$ cat src/sv/mexp_pkg.sv
// ----------------------------------------------------------------------------
// mexp_pkg
// shared widths, constants and link structs of the modular exponentiation block
// ----------------------------------------------------------------------------
package mexp_pkg;

   // exponent bits scanned, most significant first
   localparam int EXP_BITS = 32;
   localparam int CNT_W    = (EXP_BITS > 1) ? $clog2(EXP_BITS) : 1;

   // payload widths
   localparam int BASE_W = 31;
   localparam int EXPN_W = 32;
   localparam int RES_W  = 30;

   // shared multiplier operand and product widths
   localparam int MUL_A_W = 32;
   localparam int MUL_B_W = 33;
   localparam int PROD_W  = MUL_A_W + MUL_B_W;

   // prime modulus and barrett reciprocal floor(2^62 / p)
   localparam logic [RES_W-1:0]   MOD_P      = 30'd1000000007;
   localparam logic [MUL_B_W-1:0] BARRETT_MU = 33'd4611685986;

   // request to and reply from the modular multiply unit
   typedef struct packed {
      logic              start;
      logic [BASE_W-1:0] op_a;
      logic [BASE_W-1:0] op_b;
   } mm_req_type;

   typedef struct packed {
      logic             done;
      logic [RES_W-1:0] res;
   } mm_rsp_type;

endpackage

$ cat src/sv/mexp_req_if.sv
// ----------------------------------------------------------------------------
// mexp_req_if
// request channel: base and exponent word with valid / ready
// ----------------------------------------------------------------------------
interface mexp_req_if;
   import mexp_pkg::*;

   logic              valid;
   logic              ready;
   logic [BASE_W-1:0] base;
   logic [EXPN_W-1:0] exponent;

   modport source (output valid, output base, output exponent, input ready);
   modport sink   (input valid, input base, input exponent, output ready);
endinterface

$ cat src/sv/mexp_rsp_if.sv
// ----------------------------------------------------------------------------
// mexp_rsp_if
// response channel: result word with valid / ready
// ----------------------------------------------------------------------------
interface mexp_rsp_if;
   import mexp_pkg::*;

   logic             valid;
   logic             ready;
   logic [RES_W-1:0] result;

   modport source (output valid, output result, input ready);
   modport sink   (input valid, input result, output ready);
endinterface

$ cat src/sv/mexp_modmul.sv
// ----------------------------------------------------------------------------
// mexp_modmul
// modular multiply a * b mod p on one shared multiplier, barrett reduction
// ----------------------------------------------------------------------------
module mexp_modmul (
   input  logic                 clock,
   input  logic                 reset,
   input  mexp_pkg::mm_req_type mm_req,
   output mexp_pkg::mm_rsp_type mm_rsp
);
   import mexp_pkg::*;

   typedef enum logic [2:0] {
      MM_IDLE,
      MM_EST,
      MM_QP,
      MM_SUB,
      MM_CORR
   } mm_state_type;

   mm_state_type        state_ff, state_in;
   logic [PROD_W-1:0]   prod_ff, prod_in;
   logic [MUL_A_W-1:0]  x_lo_ff, x_lo_in;
   logic [MUL_A_W-1:0]  rem_ff, rem_in;
   logic                done_ff, done_in;
   logic [RES_W-1:0]    res_ff, res_in;

   logic [MUL_A_W-1:0]  mul_a;
   logic [MUL_B_W-1:0]  mul_b;
   logic [PROD_W-1:0]   mul_p;

   // operand select for the one multiplier
   always_comb begin
      unique case (state_ff)
         MM_IDLE: begin
            mul_a = {1'b0, mm_req.op_a};
            mul_b = {2'b00, mm_req.op_b};
         end
         MM_EST: begin
            // top 32 bits of the product times the reciprocal
            mul_a = prod_ff[60:29];
            mul_b = BARRETT_MU;
         end
         MM_QP: begin
            // quotient estimate times the modulus
            mul_a = prod_ff[PROD_W-1:33];
            mul_b = {3'b000, MOD_P};
         end
         default: begin
            mul_a = '0;
            mul_b = '0;
         end
      endcase
   end

   assign mul_p = PROD_W'(mul_a) * PROD_W'(mul_b);

   always_comb begin
      state_in = state_ff;
      prod_in  = prod_ff;
      x_lo_in  = x_lo_ff;
      rem_in   = rem_ff;
      done_in  = 1'b0;
      res_in   = res_ff;
      unique case (state_ff)
         MM_IDLE: begin
            if (mm_req.start) begin
               prod_in  = mul_p;
               state_in = MM_EST;
            end
         end
         MM_EST: begin
            x_lo_in  = prod_ff[MUL_A_W-1:0];
            prod_in  = mul_p;
            state_in = MM_QP;
         end
         MM_QP: begin
            prod_in  = mul_p;
            state_in = MM_SUB;
         end
         MM_SUB: begin
            // true remainder is below 3p, so low 32 bits suffice
            rem_in   = x_lo_ff - prod_ff[MUL_A_W-1:0];
            state_in = MM_CORR;
         end
         MM_CORR: begin
            if (rem_ff >= MUL_A_W'(MOD_P)) begin
               rem_in = rem_ff - MUL_A_W'(MOD_P);
            end else begin
               res_in   = rem_ff[RES_W-1:0];
               done_in  = 1'b1;
               state_in = MM_IDLE;
            end
         end
         default: state_in = MM_IDLE;
      endcase
   end

   always_ff @(posedge clock) begin
      if (reset) begin
         state_ff <= MM_IDLE;
         done_ff  <= 1'b0;
      end else begin
         state_ff <= state_in;
         done_ff  <= done_in;
      end
      prod_ff <= prod_in;
      x_lo_ff <= x_lo_in;
      rem_ff  <= rem_in;
      res_ff  <= res_in;
   end

   assign mm_rsp.done = done_ff;
   assign mm_rsp.res  = res_ff;

   a_start_idle: assert property (@(posedge clock) disable iff (reset)
      mm_req.start |-> state_ff == MM_IDLE)
      else $error("modmul started while busy");

   a_done_range: assert property (@(posedge clock) disable iff (reset)
      done_ff |-> res_ff < MOD_P)
      else $error("modmul result not reduced");

   a_corr_bound: assert property (@(posedge clock) disable iff (reset)
      (state_ff == MM_CORR && $past(state_ff) == MM_CORR
       && $past(state_ff, 2) == MM_CORR) |-> rem_ff < MUL_A_W'(MOD_P))
      else $error("more than two correction steps");

endmodule

$ cat src/sv/modular_exponentiation.sv
// ----------------------------------------------------------------------------
// modular_exponentiation
// base ^ exponent mod 1000000007 by square-and-multiply on a shared unit
// ----------------------------------------------------------------------------
// usage
//   req_chan carries one word of base (31 bits) and exponent (32 bits); it is
//   taken when valid and ready are both high. ready is high only while the
//   block is idle, so one word is in work at a time.
//   rsp_chan returns one result word (30 bits, below the prime) per request.
//   the exponent is scanned from its top bit down: each bit costs a modular
//   square, and each set bit a further modular multiply by the base.
//   every modular multiply runs on the one 32 x 33 multiplier in three
//   passes (product, barrett estimate, quotient times modulus), then a
//   subtract and up to two correction steps.
//   an exponent of zero gives 1, also for a zero base.
//   reset is synchronous, active high; it clears the sequencer and drops
//   rsp valid. a finished result sits in the output register until taken;
//   a new request is taken meanwhile, and if that one finishes before the
//   receiver takes the old word the block holds off until the slot frees.
// ----------------------------------------------------------------------------
module modular_exponentiation (
   input logic        clock,
   input logic        reset,
   mexp_req_if.sink   req_chan,
   mexp_rsp_if.source rsp_chan
);
   import mexp_pkg::*;

   typedef enum logic [1:0] {
      S_IDLE,
      S_ISSUE,
      S_WAIT,
      S_OUT
   } state_type;

   state_type             state_ff, state_in;
   logic [BASE_W-1:0]     base_ff, base_in;
   logic [EXP_BITS-1:0]   exp_ff, exp_in;
   logic [CNT_W-1:0]      cnt_ff, cnt_in;
   logic [RES_W-1:0]      acc_ff, acc_in;
   logic                  phase_ff, phase_in;   // high: multiply by base
   logic                  rsp_valid_ff, rsp_valid_in;
   logic [RES_W-1:0]      rsp_result_ff, rsp_result_in;

   mm_req_type            mm_req;
   mm_rsp_type            mm_rsp;

   logic                  req_take;
   logic                  rsp_free;

   assign req_chan.ready = (state_ff == S_IDLE);
   assign req_take       = req_chan.valid && req_chan.ready;
   // output slot is free when empty or being drained this cycle
   assign rsp_free       = !rsp_valid_ff || rsp_chan.ready;

   // square uses acc twice, multiply uses acc and the raw base
   assign mm_req.start = (state_ff == S_ISSUE);
   assign mm_req.op_a  = {1'b0, acc_ff};
   assign mm_req.op_b  = phase_ff ? base_ff : {1'b0, acc_ff};

   mexp_modmul u_modmul (
      .clock  (clock),
      .reset  (reset),
      .mm_req (mm_req),
      .mm_rsp (mm_rsp)
   );

   always_comb begin
      state_in      = state_ff;
      base_in       = base_ff;
      exp_in        = exp_ff;
      cnt_in        = cnt_ff;
      acc_in        = acc_ff;
      phase_in      = phase_ff;
      rsp_valid_in  = rsp_valid_ff;
      rsp_result_in = rsp_result_ff;

      // word taken by the receiver
      if (rsp_valid_ff && rsp_chan.ready) begin
         rsp_valid_in = 1'b0;
      end

      unique case (state_ff)
         S_IDLE: begin
            if (req_take) begin
               base_in  = req_chan.base;
               // narrow scan drops high bits, wide scan pads with zero
               exp_in   = EXP_BITS'(req_chan.exponent);
               cnt_in   = CNT_W'(EXP_BITS - 1);
               acc_in   = RES_W'(1);
               phase_in = 1'b0;
               state_in = S_ISSUE;
            end
         end
         S_ISSUE: begin
            state_in = S_WAIT;
         end
         S_WAIT: begin
            if (mm_rsp.done) begin
               acc_in = mm_rsp.res;
               if (!phase_ff && exp_ff[EXP_BITS-1]) begin
                  // set bit: follow the square with a multiply by base
                  phase_in = 1'b1;
                  state_in = S_ISSUE;
               end else begin
                  phase_in = 1'b0;
                  exp_in   = exp_ff << 1;
                  if (cnt_ff == '0) begin
                     state_in = S_OUT;
                  end else begin
                     cnt_in   = cnt_ff - CNT_W'(1);
                     state_in = S_ISSUE;
                  end
               end
            end
         end
         S_OUT: begin
            if (rsp_free) begin
               rsp_valid_in  = 1'b1;
               rsp_result_in = acc_ff;
               state_in      = S_IDLE;
            end
         end
         default: state_in = S_IDLE;
      endcase
   end

   always_ff @(posedge clock) begin
      if (reset) begin
         state_ff     <= S_IDLE;
         rsp_valid_ff <= 1'b0;
         phase_ff     <= 1'b0;
      end else begin
         state_ff     <= state_in;
         rsp_valid_ff <= rsp_valid_in;
         phase_ff     <= phase_in;
      end
      base_ff       <= base_in;
      exp_ff        <= exp_in;
      cnt_ff        <= cnt_in;
      acc_ff        <= acc_in;
      rsp_result_ff <= rsp_result_in;
   end

   assign rsp_chan.valid  = rsp_valid_ff;
   assign rsp_chan.result = rsp_result_ff;

   a_busy_after_take: assert property (@(posedge clock) disable iff (reset)
      req_take |=> !req_chan.ready)
      else $error("request taken while a word is in work");

   a_result_range: assert property (@(posedge clock) disable iff (reset)
      rsp_valid_ff |-> rsp_result_ff < MOD_P)
      else $error("result not below the modulus");

   a_issue_from_wait: assert property (@(posedge clock) disable iff (reset)
      (state_ff == S_ISSUE) |-> ($past(state_ff) == S_IDLE
                                 || $past(state_ff) == S_WAIT))
      else $error("multiply issued out of sequence");

endmodule

$ cat src/flat_wrapper.sv
// flat-port wrapper written by rule: the top's interface ports become plain ports
module modular_exponentiation_flat import mexp_pkg::*;
  (clock, reset, req_chan_valid, req_chan_base, req_chan_exponent, req_chan_ready, rsp_chan_valid, rsp_chan_result, rsp_chan_ready);
  mexp_req_if req_chan_i ();
  mexp_rsp_if rsp_chan_i ();
  input logic clock;
  input logic reset;
  input wire logic [$bits(req_chan_i.valid)-1:0] req_chan_valid;
  input wire logic [$bits(req_chan_i.base)-1:0] req_chan_base;
  input wire logic [$bits(req_chan_i.exponent)-1:0] req_chan_exponent;
  output wire logic [$bits(req_chan_i.ready)-1:0] req_chan_ready;
  output wire logic [$bits(rsp_chan_i.valid)-1:0] rsp_chan_valid;
  output wire logic [$bits(rsp_chan_i.result)-1:0] rsp_chan_result;
  input wire logic [$bits(rsp_chan_i.ready)-1:0] rsp_chan_ready;
  assign req_chan_i.valid = req_chan_valid;
  assign req_chan_i.base = req_chan_base;
  assign req_chan_i.exponent = req_chan_exponent;
  assign req_chan_ready = req_chan_i.ready;
  assign rsp_chan_valid = rsp_chan_i.valid;
  assign rsp_chan_result = rsp_chan_i.result;
  assign rsp_chan_i.ready = rsp_chan_ready;
  modular_exponentiation u_core (.clock(clock), .reset(reset), .req_chan(req_chan_i), .rsp_chan(rsp_chan_i));
endmodule
$ cat config.mk
export PLATFORM = sky130hd
export DESIGN_NAME = modular_exponentiation_flat
export DESIGN_NICKNAME = d
export VERILOG_FILES = /design/src/sv/mexp_pkg.sv /design/src/sv/mexp_req_if.sv /design/src/sv/mexp_rsp_if.sv /design/src/sv/mexp_modmul.sv /design/src/sv/modular_exponentiation.sv /design/src/flat_wrapper.sv
export SDC_FILE = /design/constraint.sdc
export NUM_CORES = 2
export LEC_CHECK = 0
export ABC_AREA = 1
export BUFFER_PORTS_ARGS = -buffer_cell sky130_fd_sc_hd__buf_2
export CORE_UTILIZATION = 35
export CTS_CLUSTER_SIZE = 12
export DETAILED_ROUTE_END_ITERATION = 10
export GPL_ROUTABILITY_DRIVEN = 0
export PLACE_DENSITY = 0.58
export SETUP_SLACK_MARGIN = 0.02
export SYNTH_ARGS = -nofsm -noshare
export SYNTH_HDL_FRONTEND = slang
export SYNTH_SLANG_ARGS = --single-unit
$ cat constraint.sdc
create_clock -name clock -period 21.2 [get_ports clock]
set_clock_uncertainty 0.1 [all_clocks]
set_input_delay 2.12 -clock clock [delete_from_list [all_inputs] [get_ports clock]]
set_output_delay 2.12 -clock clock [all_outputs]
set_load 0.1 [all_outputs]
# Word level (Yosys, flattened, before mapping)
# Cells that the tools add are included.
# op_classes
n_addsub	3
n_mul	1
n_lt_le_gt_ge	1
eq_ne	15
mux	36
bitwise	2
reduce_logical	24
# ops
operator	n
$pmux 65 s2	1
$mux 32	4
$pmux 32 s2	2
$pmux 33 s3	1
$pmux 32 s3	1
$mul 32x33->65	1
$mux 65	1
$mux 30	2
$pmux 30 s2	1
$ge 32x30->1 const B	1
$sub 32x30->32 const B	1
$sub 32x32->32	1
$mux 31	1
$mux 5	4
$pmux 3 s5	1
$ne 2x2->1 const B	6
$reduce_and 2->1	6
$mux 2	5
$pmux 5 s2	1
$pmux 2 s4	1
$mux 1	7
$eq 3x2->1 const B	2
$mux 3	2
$reduce_and 3->1	2
other kinds (18)	27
# totals
register_bits	295
in_bits	67
output_inout_bits	32

# Depth between registers and ports, before layout
# depth
word_depth	5
ltp_mapped	40

# Hierarchy
# From an unflattened synthesis, not the netlist that was laid out.
# hier_totals
cells_unflattened	6577
area_unflattened_um2	51171.6
# by_module_without_submodules
module	n_inst	cells_per_inst	area_each_um2	seq_area_each_um2
mexp_modmul	1	6127	45957.8	4854.7
modular_exponentiation	1	450	5213.8	3923.8

# Worst setup path after synthesis
# No wires, ideal clock.
# synth_path
path_type	reg2reg
from	register u_core.u_modmul.state_ff[1]
to	register u_core.u_modmul.prod_ff[33] (data pin)
arrival_time_ns	6.917
slack_ns	13.930
path_stages_with_launch	31
path_buffers	3
period_less_slack_ns	7.270
cell_sequence	dfxtp_1 > buf_2 > nor3_4 > buf_4 > nand2_1 > nand3_1 > buf_2 > nand2_1 > inv_1 > fa_1 > fa_1 > fa_1 > inv_1 > fa_1 > inv_1 > fa_1 > inv_1 > fa_1 > inv_1 > fa_1 > fa_1 > ha_1 > nand2_1 > nor2_1 > nand2_1 > nor2_1 > nand2_1 > nand3_1 > nand3_1 > nand3_1 > nand2_1
# synth_via
elab_chain_len	5
# synth_rtl
item	line_no	rtl
start: declaration	mexp_modmul.sv:21	mm_state_type state_ff, state_in;
start signal: assignment	mexp_modmul.sv:104	state_ff <= state_in;
$eq 3x2->1 (tied with other cells)	mexp_modmul.sv:34	unique case (state_ff)
$pmux 32 s3 / $pmux 33 s3 (equally long branches)	mexp_modmul.sv:34	
$mul 32x33->65 (*)	mexp_modmul.sv:56	assign mul_p = PROD_W'(mul_a) * PROD_W'(mul_b);
via u_core.u_modmul.mul_p[33]	mexp_modmul.sv:30	logic [PROD_W-1:0] mul_p;
$mux 65	mexp_modmul.sv:67	if (mm_req.start) begin
$pmux 65 s2 (*)	mexp_modmul.sv:65	unique case (state_ff)
end signal: assignment	mexp_modmul.sv:107	prod_ff <= prod_in;
end: declaration	mexp_modmul.sv:22	logic [PROD_W-1:0] prod_ff, prod_in;
# Mark *: on every way through the listed nets, which the timed path passes. The rest lies on a longest branch. The select of a mux whose other input is x is not followed.
# A chain may end at the register's enable or synchronous reset.

# Worst setup path after layout
# layout_path
from	register u_core.u_modmul.state_ff[2]
to	register u_core.u_modmul.prod_ff[30] (data pin)
# Same word-level chain as after synthesis.

==> run metrics <==
core area=144000 um2; DR vias=40640; 1st-iter DRT viols=3509; count leader, synth=nand2_1; final net count=7840; maximum clock rate=105.9 MHz; # IOs=99; global-route wire length before repair=247000 um; Yosys top cell area share=35.18%; RSZ-0062 raised after global routing=false; Starting Density=35.41%; Design Area, Final=54470 um2; CTS root buffer=clkbuf_16; Top FF cell, synth=edfxtp_1; asr flop ratio synth=0%; DRT antenna net count=0; global route overflow=0; Post-synth top cells=nand2_1, inv_1, fa_1, ha_1, edfxtp_1; post-CTS setup buffer count=0; max_cap viols=0; hold_buf cts=0; setup TNS=0 ps; Via density=4.785; Port Buf Inserts=98; YS warnings=0; CTS tree=yes; Worst setup EP type=flop; mean post-synth cell area=7.771 um2; DRC Markers=12; failing checks=DRC; TritonRoute pass-1 iters=9; type of origin of the critical path=flop; synth-to-layout area growth=6.819%; pin count of the biggest net entering global routing=67; Area contributors post-synth=fa_1, edfxtp_1, nand2_1; dpl cell area=53460 um2; htree depth=2; Critical Path AT=9680 ps; Die W=383.7 um; final hold slack=356.3 ps; worst rel slew slack=29.07%; Die Area=147200 um2; register area share after synthesis=17.22%; clock tree sinks=295; Cells after Synth=6562; # resized after CTS=0; Mapped Area=50990 um2; clock transition at the registers of the reported paths=60 ps; standard-cell rows=139; Clock Tree Buf Depth=3; initial antenna violation count=2; Max Slew Vio Count=0; Synth cell types=47; Die H=383.7 um; CTS buffer count=35; crit share post-route=44.54%; Finished Core Util=37.83%; Least-Margin Pin Slew=1060 ps; final WL=159900 um; dpl hpwl=127100 um; Min Clock Period, post-route=9443 ps; GR Util All Layers=22.13%; Crit Path Class=reg2reg; Worst Path Max Fanout=28; worst min-delay path class=reg2reg; Synth area leader=fa_1; Final Hold Fails=0; number of synthesized flops with an enable pin=287; WL/cell=18.82 um; clock latency at the later pin of the worst-skew pair=580 ps; #FFs+latches synth=295; ratio of cells with drive above 1 in the final layout=4.523%; Setup violations, final=0; required time worst endpoint=21430 ps; outcome=finished, violations left; vias in the first global route=42290
final timing paths:
| check | startpoint | cells after the start | slack [ps] | endpoint |
|---|---|---|---|---|
| worst min register to register | u_core.u_modmul.prod_ff[7] | 0 | 360 | u_core.u_modmul.x_lo_ff[7] |
| worst max-delay path | u_core.u_modmul.state_ff[2] | 26 | 11760 | u_core.u_modmul.prod_ff[30] |
| worst min-delay path | u_core.u_modmul.prod_ff[7] | 0 | 360 | u_core.u_modmul.x_lo_ff[7] |
| worst max register to register | u_core.u_modmul.state_ff[2] | 26 | 11760 | u_core.u_modmul.prod_ff[30] |
per-layer routing:
layer | GRT usage [%] | vias to the layer above | wire length (um) | share of wire (%)
met3 | 3.787 | 348 | 13070 | 8.2
li1 | - | 18670 | - | -
met4 | 8.138 | 4 | 6648 | 4.2
met2 | 37.14 | 1574 | 76060 | 48
met1 | 28.48 | 20040 | 64060 | 40
met5 | 0 | - | 28 | 0.018
logic make-up after synthesis:
logic type               share of synthesized area, %
AO/OA/AOI/OAI                                   2.537
XOR/XNOR                                       0.7729
buffers and inverters                           16.89
multiplexers                                  0.01963
other                                         0.01473
AND/OR/NAND/NOR                                 19.79
flip-flops                                      17.22
adder cells (fa/ha/maj)                         42.76
stage by stage:
step | std cells | worst slack [ps]
2_1_floorplan | 6576 | 13930
3_3_place_gp | 8434 | 12090
3_5_place_dp | 8434 | 12050
4_1_cts | 8492 | 11990
5_1_grt | 8492 | 11460
6_report | 8494 | 11760
cells in the final DEF, fill, tap and decap left out, types with 16 or more instances in the layout:
master,Yosys,layout
nand2_1,2066,2057
inv_1,1973,1972
fa_1,896,896
ha_1,309,309
edfxtp_1,287,287
nor2_1,258,253
nand3_1,153,153
buf_2,165,98
a21oi_1,96,96
buf_4,12,77
o21ai_0,56,56
xor2_1,39,39
nor3_1,36,35
clkbuf_16,0,35
inv_2,30,31
nand4_1,21,21
o21ai_1,16,16
conb_1,2,16
sequential cells by signal, summed over array words and instances (netlist names):
signal and count:
u_core.u_modmul.prod_ff 65, u_core.exp_ff 32, u_core.u_modmul.rem_ff 32, u_core.u_modmul.x_lo_ff 32
u_core.base_ff 31, u_core.acc_ff 30, u_core.rsp_chan.result 30, u_core.u_modmul.res_ff 30
u_core.cnt_ff 5, u_core.u_modmul.state_ff 3, u_core.state_ff 2, u_core.phase_ff 1
u_core.rsp_chan.valid 1, u_core.u_modmul.done_ff 1
critical path, cell delays in order (launching register included):
cell and delay [ps]:
dfxtp_1 470, nor2_4 90, nand2_4 390, inv_2 400, nand2_1 150, nand3_1 680
buf_4 570, nand2_1 120, inv_1 60, fa_1 530, inv_1 50, fa_1 480
inv_1 60, fa_1 480, fa_1 610, fa_1 470, fa_1 570, fa_1 460
fa_1 490, ha_1 440, nand2_1 140, nor2_1 240, inv_1 100, nor2_1 300
a21oi_1 120, nand2_1 250, xor2_1 380
cell type report:
type | count | area (um2)
Antenna cell | 2 | 5.005
Clock buffer | 46 | 927.1
Clock inverter | 12 | 82.58
Fill cell | 14940 | 89530
Inverter | 2004 | 7522
Multi-Input combinational cell | 4057 | 33700
Sequential cell | 295 | 8778
Tap cell | 1903 | 2381
Timing Repair Buffer | 175 | 1069
Power is not shown: default switching activity piles up to over one toggle a cycle in this logic, so the estimate is an artifact.
